### config.mk
export PLATFORM = sky130hd
export DESIGN_NAME = lbqvs_dist
export DESIGN_NICKNAME = d
export VERILOG_FILES = /design/src/sv/lbqvs_dist.sv
export SDC_FILE = /design/constraint.sdc
export NUM_CORES = 1
export LEC_CHECK = 0
export BUFFER_PORTS_ARGS = -buffer_cell sky130_fd_sc_hd__buf_4
export CAP_MARGIN = 5
export CORE_UTILIZATION = 35
export CTS_CLUSTER_DIAMETER = 80
export DETAILED_ROUTE_END_ITERATION = 8
export SLEW_MARGIN = 20
export SYNTH_ARGS = -nofsm -noshare
export SYNTH_HDL_FRONTEND = slang
export SYNTH_SLANG_ARGS = --single-unit
### constraint.sdc
create_clock -name clk -period 7.01 [get_ports clk]
set_input_delay 0.701 -clock clk [delete_from_list [all_inputs] [get_ports clk]]
set_output_delay 0.701 -clock clk [all_outputs]
set_load 0.02 [all_outputs]
### src/sv/lbqvs_dist.sv
module lbqvs_dist #(
  parameter int COORD_BITS = 16
) (
  input  logic                        clk,
  input  logic [2:0]                  en,
  input  logic [2*COORD_BITS-1:0]     pt_a,
  input  logic [2*COORD_BITS-1:0]     pt_b,
  output logic [2*COORD_BITS+2:0]     sq_d
);
  localparam int C  = COORD_BITS;
  localparam int DW = 2 * C + 3;

  logic [C:0]      dx_r, dy_r;
  logic [2*C+1:0]  sx_r, sy_r;
  logic [DW-1:0]   sum_r;
  logic [C:0]      ddx, ddy;

  assign ddx = {pt_a[2*C-1], pt_a[2*C-1:C]} - {pt_b[2*C-1], pt_b[2*C-1:C]};
  assign ddy = {pt_a[C-1], pt_a[C-1:0]} - {pt_b[C-1], pt_b[C-1:0]};

  always_ff @(posedge clk) begin
    if (en[0]) begin
      dx_r <= ddx[C] ? (~ddx + 1'b1) : ddx;
      dy_r <= ddy[C] ? (~ddy + 1'b1) : ddy;
    end
    if (en[1]) begin
      sx_r <= (2*C+2)'(dx_r) * (2*C+2)'(dx_r);
      sy_r <= (2*C+2)'(dy_r) * (2*C+2)'(dy_r);
    end
    if (en[2]) begin
      sum_r <= DW'(sx_r) + DW'(sy_r);
    end
  end

  assign sq_d = sum_r;
endmodule

======== After elaboration in Yosys (flattened, before gate mapping) ========
Index checks and enable logic that the tools add are counted.
word-level totals
  input port bits ......................... 68
  bits in registers ....................... 137
  logic and storage cells ................. 18
  output and inout bits ................... 35
operators by class
  bitwise gates (word level) .............. 2
  $add $sub $neg .......................... 5
  $mul .................................... 2
  mux-type cells .......................... 2
operators by type and width
  cell                                            number
  multiplier 17 x 17 -> 34 bit                    2
  adder 34 x 34 -> 35 bit                         1
  adder 17 x 1 -> 17 bit (second input constant)  2
  inverter 17 bit                                 2
  subtractor 16 x 16 -> 17 bit                    2
  two-way mux 16 bit                              2

======== Depth between registers and ports, before layout ========
  depth after elaboration ................. 4
  depth in mapped cells ................... 25
  mapped depth without buffers ............ 24

======== Worst setup path after synthesis ========
OpenSTA, ideal clock, no wires.
  kind .................................... reg-to-reg
  from .................................... register dy_r[7]
  to ...................................... register sy_r[33], data pin
  path slack .............................. 0.741 ns
  stages on the path, launching flop included .. 25
  clock period less this slack ............ 6.269 ns
  arrival ................................. 6.009 ns
  path buffers ............................ 2
  cell sequence ........................... edfxtp_1 -> clkbuf_1 -> nand2_1 -> fa_1 -> inv_1 -> fa_1 -> inv_1 -> fa_1 -> inv_1 -> fa_1 -> fa_1 -> inv_1 -> fa_1 -> inv_1 -> ha_1 -> clkbuf_1 -> nand4_1 -> a2111oi_0 -> a21oi_1 -> o2111ai_1 -> a21boi_0 -> o21ba_2 -> o21ai_0 -> a21oi_1 -> xnor2_1
between the ends
  cells in the longest elaborated chain, start to end .. 1
RTL lines
  what                          line  source
  start, declared               13    logic [C:0] dx_r, dy_r;
  start signal, assigned        24    dy_r <= ddy[C] ? (~ddy + 1'b1) : ddy;
  multiplier 17 x 17 -> 34 bit  28    sy_r <= (2*C+2)'(dy_r) * (2*C+2)'(dy_r);
  end signal, assigned          28
  end, declared                 14    logic [2*C+1:0] sx_r, sy_r;
No other way between the ends.
A chain may end at the register's enable or synchronous reset.

======== Worst setup path after layout ========
  from .................................... register dx_r[10]
  to ...................................... register sx_r[28], data pin
between the ends
  cells in the longest elaborated chain, start to end .. 1
RTL lines
  what                          line  source
  start, declared               13
  start signal, assigned        23    dx_r <= ddx[C] ? (~ddx + 1'b1) : ddx;
  multiplier 17 x 17 -> 34 bit  27    sx_r <= (2*C+2)'(dx_r) * (2*C+2)'(dx_r);
  end signal, assigned          27
  end, declared                 14
No other way between the ends.

==> impl_metrics.py <==
metrics = {
    "route": {
        "wl_per_cell_um": 14.02,
        "dr.pass1.iters": 5,
        "num_vias": 16550,
        "drt_iter0_drc": 776,
        "routed_via_density": 4.727,
        "drc": 0,
        "ant_nets": 0,
        "wirelength_um": 49100,
    },
    "clocking": {
        "cts_buffers": 17,
        "cts-hold-fix-buffers": 0,
        "clockRootBuffer": "clkbuf_16",
        "clock-sinks": 135,
        "cts_buffer_depth": 2,
        "insertion_delay_ps": 460,
        "clk_pin_slew_ps": 60,
        "htreeDepth": 4,
        "tritoncts": "yes",
    },
    "status": {
        "status": "completed",
    },
    "synth": {
        "ys_warn_count": 0,
        "synth_edf_count": 135,
        "synth_area_um2": 24030,
        "async_reset_ff_share_pct": 0,
        "syn_area_per_cell_um2": 9.594,
        "yosysSeqAreaShare_pct": 16.87,
        "synth.ff_latch_count": 135,
        "synth_fp_nets": 3238,
        "yosys_most_used_dff": "edfxtp_1",
        "syn-instance-count": 2505,
        "synth_cell_types": 72,
    },
    "global_route": {
        "busiest_layer": "met2",
        "grt_max_degree": 67,
        "grt_remaining_overflow": 0,
        "grt_use_met1_pct": 19.99,
        "grt_pass1_vias": 17640,
        "antenna_found_initial": 0,
        "grtUsageMet3_pct": 1.892,
        "grt_pass1_wl_um": 84620,
        "met2_usage_pct": 25.44,
        "grt_use_total_pct": 15.01,
    },
    "floorplan": {
        "fp.dieW_um": 264.0,
        "dieArea_um2": 69710,
        "coreArea_um2": 67510,
        "initial_core_util_pct": 35.59,
        "io_pins": 103,
        "fp.dieH_um": 264.0,
        "placementRows": 95,
    },
    "timing": {
        "period_share_pct": 94.17,
        "period_minus_slack_ps": 6601,
        "finalHoldWorstSlack_ps": 570.3,
        "fmax_ghz": 0.1515,
        "finalSetupTns_ps": 0,
        "tightest_slew_ps": 871.6,
        "finalHoldViolations": 0,
        "setup_violations": 0,
        "grt_setup_unrepaired": "no",
        "slew_viol_final": 0,
        "layout_setup_ws_ps": 408.9,
        "finClkSkew_ps": 15.40,
        "slew_headroom_pct": 41.89,
    },
    "critical_path": {
        "required_ps": 7210,
        "worst-path-buf-inv": 4,
        "max_stage_delay_ps": 640,
        "end_kind": "flop",
        "worstPathArrival_ps": 6800,
        "crit_slowest_cell": "edfxtp_1",
        "crit_family": "adder cells",
        "path_class": "flop to flop",
        "crit_top_cell": "fa_1",
        "crit_chain": "and2_1 > fa_1 > inv_1 > fa_1 > fa_1 > inv_1 > fa_1 > fa_1 > inv_1 > fa_1 > inv_1 > ha_1 > a21oi_1 > o21a_1 > o21ai_0 > nor2_1 > o31ai_1 > a31oi_1 > xnor2_1",
        "crit_path_start_kind": "flop",
        "crit_fanout": 17,
    },
    "place": {
        "gp_congestion": 0.8507,
        "pre_cts_ws_ps": 265.9,
        "dp_hpwl_um": 41730,
        "portBuffers": 102,
    },
    "finish": {
        "fin_util_pct": 39.38,
        "drive_above_1_share_pct": 7.610,
        "multi_input_comb_area_um2": 17450,
        "regArea_um2": 4054,
        "fin_nets": 3348,
        "area_delta_synth_final_pct": 10.63,
        "fillers": 6744,
        "n_antenna_cell": 0,
    },
    "hold_path": {
        "hold_class": "flop to flop",
    },
    "flow_run": {
        "drv_cap": 0,
    },
}
[cells by family after synthesis]
kind of cell               Yosys count  share of synthesized area [%]
DFF                                135                          16.87
buffers and inverters              673                          10.55
xor gates and xnor gates           147                          5.357
and+or+nand+nor                    558                          11.59
adders and majority gates          665                          46.59
AOI/OAI and AO/OA                  321                          8.763
muxes                                6                         0.2759
[layer usage]
layer / part of all wire, % / vias to the layer above / routed length [µm]
li1: - / 8073 / -
met1: 47 / 8205 / 23040
met2: 48 / 234 / 23670
met3: 3.1 / 38 / 1524
met4: 1.7 / 0 / 859
met5: 0 / - / 0
[Yosys cell counts, types with 15 or more instances]
library cell,n,area [µm²]
ha_1,282,3528
nand2b_1,15,93.84
nand2_1,196,735.7
nand3_1,21,105.1
xnor2_1,103,902.1
nor2b_1,31,193.9
o21a_1,16,120.1
inv_1,622,2335
fa_1,383,7667
and2_1,114,713.2
o21ai_0,56,280.3
a21oi_1,101,505.5
a21o_1,49,367.9
clkbuf_1,48,180.2
xor2_1,44,385.4
nor3_1,17,85.08
nor2_1,102,382.9
edfxtp_1,135,4054
[through the flow]
| step | cell area, µm² | cells |
|---|---|---|
| floorplan | 24030 | 2505 |
| global placement | 25920 | 3460 |
| detailed placement | 25930 | 3460 |
| CTS | 26510 | 3492 |
| global route | 26590 | 3501 |
| finish | 26590 | 3501 |
[area by class of cell]
type                       count  share of cell area (%)
multi-input combinational   1697                   65.65
sequential                   135                   15.25
inverter                     622                   8.782
tap                          873                   4.108
timing repair buffer         142                   4.010
clock buffer                  17                   1.600
clock inverter                15                  0.6024
[cell usage in the layout (no fill, tap or decap), types with 7 or more instances in the layout]
cell,netlist,final
nand4_1,7,7
nor4_1,7,7
nand3_1,21,21
edfxtp_1,135,135
buf_4,0,142
inv_1,622,622
a21o_1,49,49
and3_1,14,14
o211ai_1,7,7
nand2b_1,15,15
nor3_1,17,17
nand2_1,196,196
o21bai_1,13,13
nor2_1,102,102
or2_2,8,8
o21a_1,16,16
and2_1,114,114
xnor2_1,103,103
nor2b_1,31,31
ha_1,282,282
a211oi_1,12,12
a21oi_1,101,101
o21ai_0,56,56
xor2_1,44,44
fa_1,383,383
clkbuf_16,0,17
a31oi_1,13,12
[flip-flops by register name (all words and copies together), names as in the netlist]
signal,count
dy_r,17
sy_r,33
sq_d,35
dx_r,17
sx_r,33
[worst reg2reg max path, stage by stage, from the launching register on]
cell and delay [ps]:
edfxtp_1 640, and2_1 320, fa_1 530, inv_1 60, fa_1 500, fa_1 520
inv_1 60, fa_1 480, fa_1 490, inv_1 50, fa_1 470, inv_1 40
ha_1 350, a21oi_1 90, o21a_1 230, o21ai_0 390, nor2_1 150, o31ai_1 590
a31oi_1 230, xnor2_1 170
[timing repair]
item | in CTS | in global routing
setup buffers | 0 | 9
gates resized for setup | 0 | 1
setup endpoints to repair | 0 | 2
[path summary, 6_finish.rpt]
check                           startpoint        to  slack (ps)  cells past startpoint
worst max-delay path              dx_r[10]  sx_r[28]         410                     19
worst min-delay path               sx_r[0]   sq_d[0]         570                      1
worst max register to register    dx_r[10]  sx_r[28]         410                     19
worst min register to register     sx_r[0]   sq_d[0]         570                      1
Power is not shown: default switching activity piles up to over one toggle a cycle in this logic, so the estimate is an artifact.
