[src/sv/lbqvs_pkg.sv]
package lbqvs_pkg;

  localparam int COORD_BITS_DEF = 16;
  localparam int NUM_CORNERS    = 4;
  localparam int NUM_PAIRS      = 6;
  localparam int NUM_DIST       = 20;

  typedef struct packed {
    logic [1:0] t0;
    logic [1:0] t1;
    logic [1:0] b0;
    logic [1:0] b1;
    logic       fb;
  } grp_t;

  function automatic logic [2:0] pair_idx(input logic [1:0] i, input logic [1:0] j);
    logic [1:0] lo;
    logic [1:0] hi;
    logic [2:0] r;
    lo = (i < j) ? i : j;
    hi = (i < j) ? j : i;
    r  = 3'd5;
    if (lo == 2'd0) r = 3'(hi) - 3'd1;
    else if (lo == 2'd1) r = 3'(hi) + 3'd1;
    return r;
  endfunction

  function automatic int pair_a(input int p);
    int r;
    case (p)
      0, 1, 2: r = 0;
      3, 4:    r = 1;
      default: r = 2;
    endcase
    return r;
  endfunction

  function automatic int pair_b(input int p);
    int r;
    case (p)
      0:       r = 1;
      1, 3:    r = 2;
      default: r = 3;
    endcase
    return r;
  endfunction

endpackage

[src/sv/lbqvs_split.sv]
module lbqvs_split #(
  parameter int COORD_BITS = 16
) (
  input  logic [7:0]                  near,
  input  logic [4*COORD_BITS-1:0]     ys,
  output lbqvs_pkg::grp_t             grp
);
  import lbqvs_pkg::*;
  localparam int C = COORD_BITS;

  logic signed [C-1:0] y [4];
  logic [1:0]          nr [4];
  logic [3:0]          used;
  logic [2:0]          cnt;
  logic [1:0]          pa [2];
  logic [1:0]          pb [2];
  logic [1:0]          rank [4];
  logic [1:0]          srt [4];
  logic signed [C:0]   s1, s2;
  logic                t;

  always_comb begin
    for (int i = 0; i < 4; i++) begin
      y[i]  = signed'(ys[i*C +: C]);
      nr[i] = near[i*2 +: 2];
    end
    used = '0;
    cnt  = '0;
    pa[0] = '0; pa[1] = '0; pb[0] = '0; pb[1] = '0;
    for (int i = 0; i < 4; i++) begin
      if (!used[i] && !used[nr[i]]) begin
        if (cnt == 3'd0) begin pa[0] = 2'(i); pb[0] = nr[i]; end
        if (cnt == 3'd1) begin pa[1] = 2'(i); pb[1] = nr[i]; end
        if (cnt != 3'd7) cnt = cnt + 3'd1;
        used[i]     = 1'b1;
        used[nr[i]] = 1'b1;
      end
    end
    for (int i = 0; i < 4; i++) begin
      rank[i] = '0;
      for (int j = 0; j < 4; j++) begin
        if (j < i && y[j] <= y[i]) rank[i] = rank[i] + 2'd1;
        if (j > i && y[j] < y[i])  rank[i] = rank[i] + 2'd1;
      end
    end
    for (int p = 0; p < 4; p++) begin
      srt[p] = '0;
      for (int i = 0; i < 4; i++) begin
        if (rank[i] == 2'(p)) srt[p] = 2'(i);
      end
    end
    s1 = (C+1)'(y[pa[0]]) + (C+1)'(y[pb[0]]);
    s2 = (C+1)'(y[pa[1]]) + (C+1)'(y[pb[1]]);
    t  = !(s1 < s2);
    if (cnt != 3'd2) begin
      grp.t0 = srt[0]; grp.t1 = srt[1]; grp.b0 = srt[2]; grp.b1 = srt[3];
      grp.fb = 1'b1;
    end else begin
      grp.t0 = t ? pa[1] : pa[0];
      grp.t1 = t ? pb[1] : pb[0];
      grp.b0 = t ? pa[0] : pa[1];
      grp.b1 = t ? pb[0] : pb[1];
      grp.fb = 1'b0;
    end
  end
endmodule

[config.mk]
export PLATFORM = sky130hd
export DESIGN_NAME = lbqvs_split
export DESIGN_NICKNAME = d
export VERILOG_FILES = /design/src/sv/lbqvs_pkg.sv /design/src/sv/lbqvs_split.sv
export SDC_FILE = /design/constraint.sdc
export NUM_CORES = 1
export LEC_CHECK = 0
export ABC_AREA = 1
export ABC_CLOCK_PERIOD_IN_PS = 10200
export BUFFER_PORTS_ARGS = -buffer_cell sky130_fd_sc_hd__buf_2
export CAP_MARGIN = 10
export CORE_MARGIN = 2
export CORE_UTILIZATION = 60
export DETAILED_ROUTE_END_ITERATION = 16
export GPL_ROUTABILITY_DRIVEN = 1
export PLACE_DENSITY = 0.82
export SLEW_MARGIN = 5
export SYNTH_ARGS = -nofsm -noshare
export SYNTH_HDL_FRONTEND = slang
export SYNTH_SLANG_ARGS = --single-unit
export TNS_END_PERCENT = 1
[constraint.sdc]
create_clock -name vclk -period 10.2
set_input_delay 0.51 -clock vclk [all_inputs]
set_output_delay 0.51 -clock vclk [all_outputs]
set_load 0.005 [all_outputs]
Word level (Yosys, flattened, before mapping). Cells that the tools add are included.

Register bits after elaboration: 0. Logic and storage cells: 153.

Add/sub/neg operators: 11. Reductions and logical operators: 18. Equality and inequality tests: 16. Muxes and demuxes: 81. Bitwise gates (word level): 6. Order comparisons: 21.

Operators by type and width (count): binary-select mux 16 bit (select 2 bit) (4); 2-to-1 mux 16 bit (8); less-or-equal comparator 16 bit (6); 2-to-1 mux 2 bit (29); < comparator 16 bit (3); adder 16 x 16 -> 17 bit (2); 2-to-1 mux 4 bit (8); 2-to-1 mux 3 bit (7); < comparator 17 bit (1); 2-to-1 mux 1 bit (17); adder 2 x 1 -> 2 bit, second input constant (6); equality test 2 bit, second input constant (6); >= comparator 3 bit, second input constant (4); < comparator 2 x 3 -> 1 bit, second input constant (4); NOT 2 -> 3 bit (4); adder 3 x 1 -> 3 bit, second input constant (3); equality test 3 x 1 -> 1 bit, second input constant (3); zero test 3 bit (3); 2-to-1 mux 9 bit (1); != test 3 bit, second input constant (3); binary-select mux 1 bit (select 2 bit) (4); OR 4 bit (2); demux 1 bit (select 2 bit) (3); equality test 2 x 1 -> 1 bit, second input constant (3); 5 further kinds (19).

Logic depth before layout (Yosys ltp). Gate-level depths: netlist of run 1.

Depth in word-level cells: 28. Depth in mapped cells: 45. Depth with buffers taken out: 44.

Worst setup path before layout of run 1. OpenSTA, ideal clock, no wires.

Kind: input -> output. Start point: input near[1]. End point: output grp[7] (netlist name). Setup slack: 4544 ps. Buffers on the path: 2. Stages: 39. Data arrival time: 5146 ps. Cell sequence: inv_2 > o21ai_1 > nand2_2 > nand4_1 > nand2_2 > nand2_1 > inv_1 > ha_1 > nand2_1 > o21ai_0 > nand2_1 > nand2_2 > buf_6 > buf_4 > o211ai_1 > nand2_1 > ha_1 > inv_1 > (+3 left out) > o21bai_1 > nand4_1 > nand3_1 > nand2_1 > nand3_1 > o21ai_0 > ha_1 > nand2_1 > inv_1 > nand3_1 > nor2_1 > o2111ai_1 > nand3_1 > nand2_1 > nand2_1 > nand3_1 > nand2_1 > a21boi_1.

RTL lines: from (decl) (RTL line lbqvs_split.sv:4) `input logic [7:0] near,`; to (decl) (RTL line lbqvs_split.sv:6) `output lbqvs_pkg::grp_t grp`.

==> results of run 1 <==
-- cell families after synthesis --
kind of cell,share of synthesized area [%]
AOI/OAI and AO/OA,21.5
adders and majority gates,28.5
xor gates and xnor gates,3.67
and+or+nand+nor,34.5
buffers and inverters,11.9
-- metrics by stage --
step	util [%]	hold slack (ps)	power, mW	cell area [µm²]
finish	64.7	1770	1.03	7330
CTS	64.7	1760	1.01	7330
global route	64.7	1810	1.17	7330
floorplan	-	1390	0.769	6910
global placement	64.7	1750	0.990	7330
detailed placement	64.7	1760	1.01	7330
-- power groups by stage --
| stage | logic [mW] | clock network, mW | registers, mW |
|---|---|---|---|
| finish | 1.03 | 0 | 0 |
| global route | 1.17 | 0 | 0 |
| CTS | 1.01 | 0 | 0 |
| detailed placement | 1.01 | 0 | 0 |
| global placement | 0.990 | 0 | 0 |
| floorplan | 0.769 | 0 | 0 |
-- worst min path at each step --
stage / slack, ps / cells past startpoint / from / endpoint
final: 1770 / 7 / near[1] / grp[2]
after global routing: 1810 / 7 / near[1] / grp[2]
after CTS: 1760 / 7 / near[1] / grp[2]
after detailed placement: 1760 / 7 / near[1] / grp[2]
after global placement: 1750 / 7 / near[1] / grp[6]
after floorplan: 1390 / 5 / near[1] / grp[2]
-- cells in the mapped netlist (5+ instances only) --
cell	count
o21bai_1	9
inv_1	158
buf_6	6
o21a_1	8
a21o_1	6
o21ai_0	39
o211ai_1	68
buf_2	17
nor2_1	69
nand2_1	368
a31oi_1	6
ha_1	154
xnor2_1	9
nor3_1	7
nor2_2	5
a21oi_1	66
nand2_2	9
xor2_1	20
inv_2	9
o21ai_1	19
nand3_1	69
nand4_1	20
-- tightest hold or removal path: stages --
cell,delay [ps]
buf_2,120
o21ai_2,60
buf_4,230
nand2_1,90
nand3_1,80
nand2_1,60
buf_2,100
-- final cells by class --
cell class                 instances  area, µm²  area share [%]
inverter                         167        627            8.55
multi-input combinational        982       6090            83.2
tap                              143        179            2.44
timing repair buffer              84        428            5.84
-- routing by layer --
layer	part of all wire (%)	up-vias	GRT usage (%)
li1	-	4081	-
met3	9.0	64	3.70
met5	0	-	0
met4	3.1	0	10.2
met1	44	3586	46.7
met2	44	422	55.0
==> flow_summary.json, run 1 <==
{
  "status": "complete, no violations",
  "cp_slowest_cell": "nand2_2",
  "synthToLayoutAreaGrowth_pct": 6.01,
  "vias": 8153,
  "drc": 0,
  "synth_cell_types": 46,
  "clock_buffers": 0,
  "drive_gt1_share_pct": 9.73,
  "synthCells": 1179,
  "grt_max_degree": 69,
  "initial_core_util_pct": 61.1,
  "dieArea_um2": 12400,
  "seq_cell_count": 0,
  "layout_setup_ws_ps": 3150,
  "cp-end-kind": "output pin",
  "yosysSeqAreaShare_pct": 0,
  "power.density_nw_per_um2": 141,
  "antennaDiodeCount": 0,
  "tightestPinTransition_ps": 912,
  "drt-initial-drc-count": 729,
  "gp_congestion": 0.974,
  "timing.setup.tns_ps": 0,
  "synth_fp_nets": 1407,
  "worstPathArrival_ps": 6540,
  "grt_use_total_pct": 33.6,
  "critPathMaxFanout": 48,
  "drv_slew": 0,
  "fin_crit_sh_pct": 69.1,
  "combPwrFrac_pct": 100.0,
  "cp-start-kind": "input port",
  "fillers": 1156,
  "antenna_found_initial": 0,
  "place_ws_ps": 3290,
  "grt_pass1_vias": 7382,
  "layoutNonFillerInstCount": 1376,
  "worst-path-stages": 37,
  "final_cell_mix": "nand2_1 (368), inv_1 (158), ha_1 (154)",
  "finalHoldViolCount": 0,
  "p_switching_mw": 0.645,
  "port_buffers": 81,
  "vias_per_cell": 5.93,
  "drt-pass1-iter-count": 6,
  "layout.nets": 1463,
  "worstHoldPathType": "in -> out",
  "cp_slowest_stage_delay_ps": 880,
  "crit_required_ps": 9690,
  "wire_per_inst_um": 15.7,
  "die-height_um": 111,
  "fp.dieW_um": 111,
  "synth-warning-count": 0,
  "syn_area_um2": 6910,
  "yosys-top-cells-area": "ha_1 (28%), nand2_1 (20%), inv_1 (8.6%)",
  "rsz0062_at_grt": "no",
  "num_rows": 39,
  "finalSetupViolCount": 0,
  "grt.overflow.total": 0,
  "swShare_pct": 62.6,
  "post_cts_buffers": 0,
  "intPower_mw": 0.385,
  "peakVddDrop_uv": 124,
  "ant_nets": 0,
  "drv_cap": 0,
  "seq_area_um2": 0,
  "finalCriticalPeriod_ps": 7050,
  "syn_avg_cell_area_um2": 5.86,
  "grt_pass1_wl_um": 35200,
  "relSlewSlack_pct": 39.0,
  "core_um2": 11300,
  "ioPinCount": 81,
  "hpwlAfterDp_um": 17700,
  "fmax_ghz": 0.142,
  "critPathCapture": "grp[1]",
  "crit_path_frequent_cell": "nand2_1",
  "synth_top_area_cell": "ha_1",
  "path_buf_inv": 4,
  "routed_wl_um": 21700,
  "final_common_cell": "nand2_1",
  "critPathKind": "in -> out",
  "hold_buffers": 0,
  "clkPwrFrac_pct": 0,
  "ctsResizeCount": 0,
  "cpLargestDelayFamily": "simple AND/OR/NAND/NOR gates",
  "cp-startpoint": "near[1]",
  "p_leak_nw": 4.24,
  "seqPwrFrac_pct": 0,
  "synth_top_area_share_pct": 27.9,
  "dp.cells": 1376
}
Note: power is estimated with default switching activity, not from simulation.
==> run 2, diff against run 1 <==
Settings changed: ABC_AREA 1 to 0, ABC_CLOCK_PERIOD_IN_PS 10200 to 6200, CORE_UTILIZATION 60 to 57.
Clock period 10.2 ns to 6.2 ns, I/O delays scaled along.
==> run 2 against run 1 <==
The flow now finishes with violations (setup timing). Flip-flop and latch count did not move. Critical path depth is 8 lower. Power grew 57%. Combinational power rose by 56%. Sequential share of layout area stayed put. Hold slack lost 280 ps. Global-route usage down 0.61 points. Area after synthesis shrank 4.5%.
==> flow_summary.json, run 2 <==
{
  "drt-initial-drc-count": 610,
  "vias": 7159,
  "fin_util_pct": 71.4,
  "antenna_found_initial": 0,
  "synthAdderAreaFrac_pct": 29.8,
  "ant_nets": 0,
  "yosys-top-cells-area": "ha_1 (29%), mux2i_1 (15%), mux4_2 (5.5%)",
  "seq_cell_count": 0,
  "final_common_cell": "ha_1",
  "p_leak_nw": 4.23,
  "syn_area_um2": 6600,
  "place_ws_ps": -347,
  "drv_cap": 0,
  "layout_setup_ws_ps": -62.9,
  "crit_required_ps": 5890,
  "drc": 0,
  "rsz0062_at_grt": "yes",
  "grt_pass1_wl_um": 34400,
  "initial_core_util_pct": 58.0,
  "fin_crit_sh_pct": 101,
  "synth-simple-area-share_pct": 16.3,
  "gp_congestion": 0.968,
  "muxShareOfSynthArea_pct": 25.0,
  "fmax_ghz": 0.160,
  "dieArea_um2": 12500,
  "fp.dieW_um": 112,
  "synth_top_family_by_area": "adder cells",
  "worstHoldPathType": "in -> out",
  "hpwlAfterDp_um": 17200,
  "synth-warning-count": 0,
  "peakVddDrop_uv": 123,
  "clock_buffers": 0,
  "crit_path_frequent_cell": "buf_4",
  "synthCells": 818,
  "cp_slowest_cell": "mux4_2",
  "grt_use_total_pct": 33.0,
  "fillers": 883,
  "fin_total_pwr_mw": 1.61,
  "seq_area_um2": 0,
  "critPathMaxFanout": 4,
  "cp-end-kind": "output pin",
  "finalSetupViolCount": 2,
  "synth_cell_types": 65,
  "yosys.cell_count.top_type": "ha_1",
  "finalHoldViolCount": 0,
  "drt-pass1-iter-count": 7,
  "dp.cells": 1124,
  "cp_slowest_stage_delay_ps": 550,
  "worstPathArrival_ps": 5950,
  "synth_fp_nets": 1046,
  "num_rows": 39,
  "synthToLayoutAreaGrowth_pct": 23.0,
  "drive_gt1_share_pct": 28.0,
  "whs_path_depth": 7,
  "violations": "setup timing",
  "antennaDiodeCount": 0,
  "grt_max_degree": 17,
  "wire_per_inst_um": 18.8,
  "grt.overflow.total": 0,
  "synth-xor-area-share_pct": 2.92,
  "port_buffers": 81,
  "synth_common_cells": "ha_1 (154), mux2i_1 (98), inv_1 (76)",
  "grt_pass1_vias": 7049,
  "vias_per_cell": 6.32,
  "final_cell_mix": "ha_1 (150), buf_4 (104), mux2i_1 (94)",
  "synth_compound_area_share_pct": 19.5,
  "layout.nets": 1220,
  "relSlewSlack_pct": 26.7,
  "die-height_um": 112,
  "syn_avg_cell_area_um2": 8.07,
  "ioPinCount": 81,
  "yosysSeqAreaShare_pct": 0,
  "status": "finished with violations",
  "hold_buffers": 0,
  "tightestPinTransition_ps": 1090,
  "routed_wl_um": 21300,
  "power.density_nw_per_um2": 199,
  "synth_top_area_share_pct": 29.2,
  "cp-start-kind": "input port",
  "timing.setup.tns_ps": -71.8,
  "drv_slew": 0,
  "synth_top_area_cell": "ha_1",
  "core_um2": 11400,
  "layoutNonFillerInstCount": 1133,
  "finalCriticalPeriod_ps": 6260,
  "critPathKind": "in -> out"
}
-- run 2: layout make-up --
class	count	area [µm²]	area share, %
inverter	77	289	3.56
multi-input combinational	721	6370	78.4
timing repair buffer	192	1280	15.8
tap	143	179	2.20
-- run 2: path summary, 6_finish.rpt --
| kind | to | slack (ps) | start |
|---|---|---|---|
| hold / removal | grp[5] | 1490 | near[6] |
| setup / recovery | grp[1] | -60 | near[2] |
-- run 2: cells by family (layout without fill, tap and decap cells) --
family / Yosys count / in the layout
simple gates: 207 / 207
fa+ha+maj: 156 / 156
buf+inv: 97 / 269
xor+xnor: 22 / 22
mux: 139 / 139
compound gates: 197 / 197
-- run 2: timing repair --
item / in CTS / in global routing
setup buffers: 5 / 4
endpoints found under the setup margin: 8 / 8
pin swaps: 14 / 15
gates resized for setup: 28 / 29
-- run 2: critical path: cells and delay by family --
family | cells | cell delay [ps]
fa+ha+maj | 3 | 860
compound gates | 12 | 2080
simple gates | 4 | 430
mux | 3 | 1290
xor+xnor | 1 | 150
buf+inv | 6 | 820
-- run 2: stage by stage --
| step | cell area [µm²] | hold WS, ps |
|---|---|---|
| after CTS | 7960 | 1480 |
| after global routing | 8120 | 1540 |
| final | 8120 | 1490 |
| after floorplan | 6600 | 1090 |
| after global placement | 7830 | 1480 |
| after detailed placement | 7830 | 1470 |
-- run 2: metal layers --
layer,routed length [µm],global-route usage (%)
met2,9590,55.7
met1,9190,44.1
met5,0,0
met4,978,12.3
met3,1580,2.72
-- run 2: power by group --
group | total [mW] | internal, mW | switching [mW]
logic | 1.61 | 0.785 | 0.830
registers | 0 | 0 | 0
clock network | 0 | 0 | 0
total | 1.61 | 0.785 | 0.830
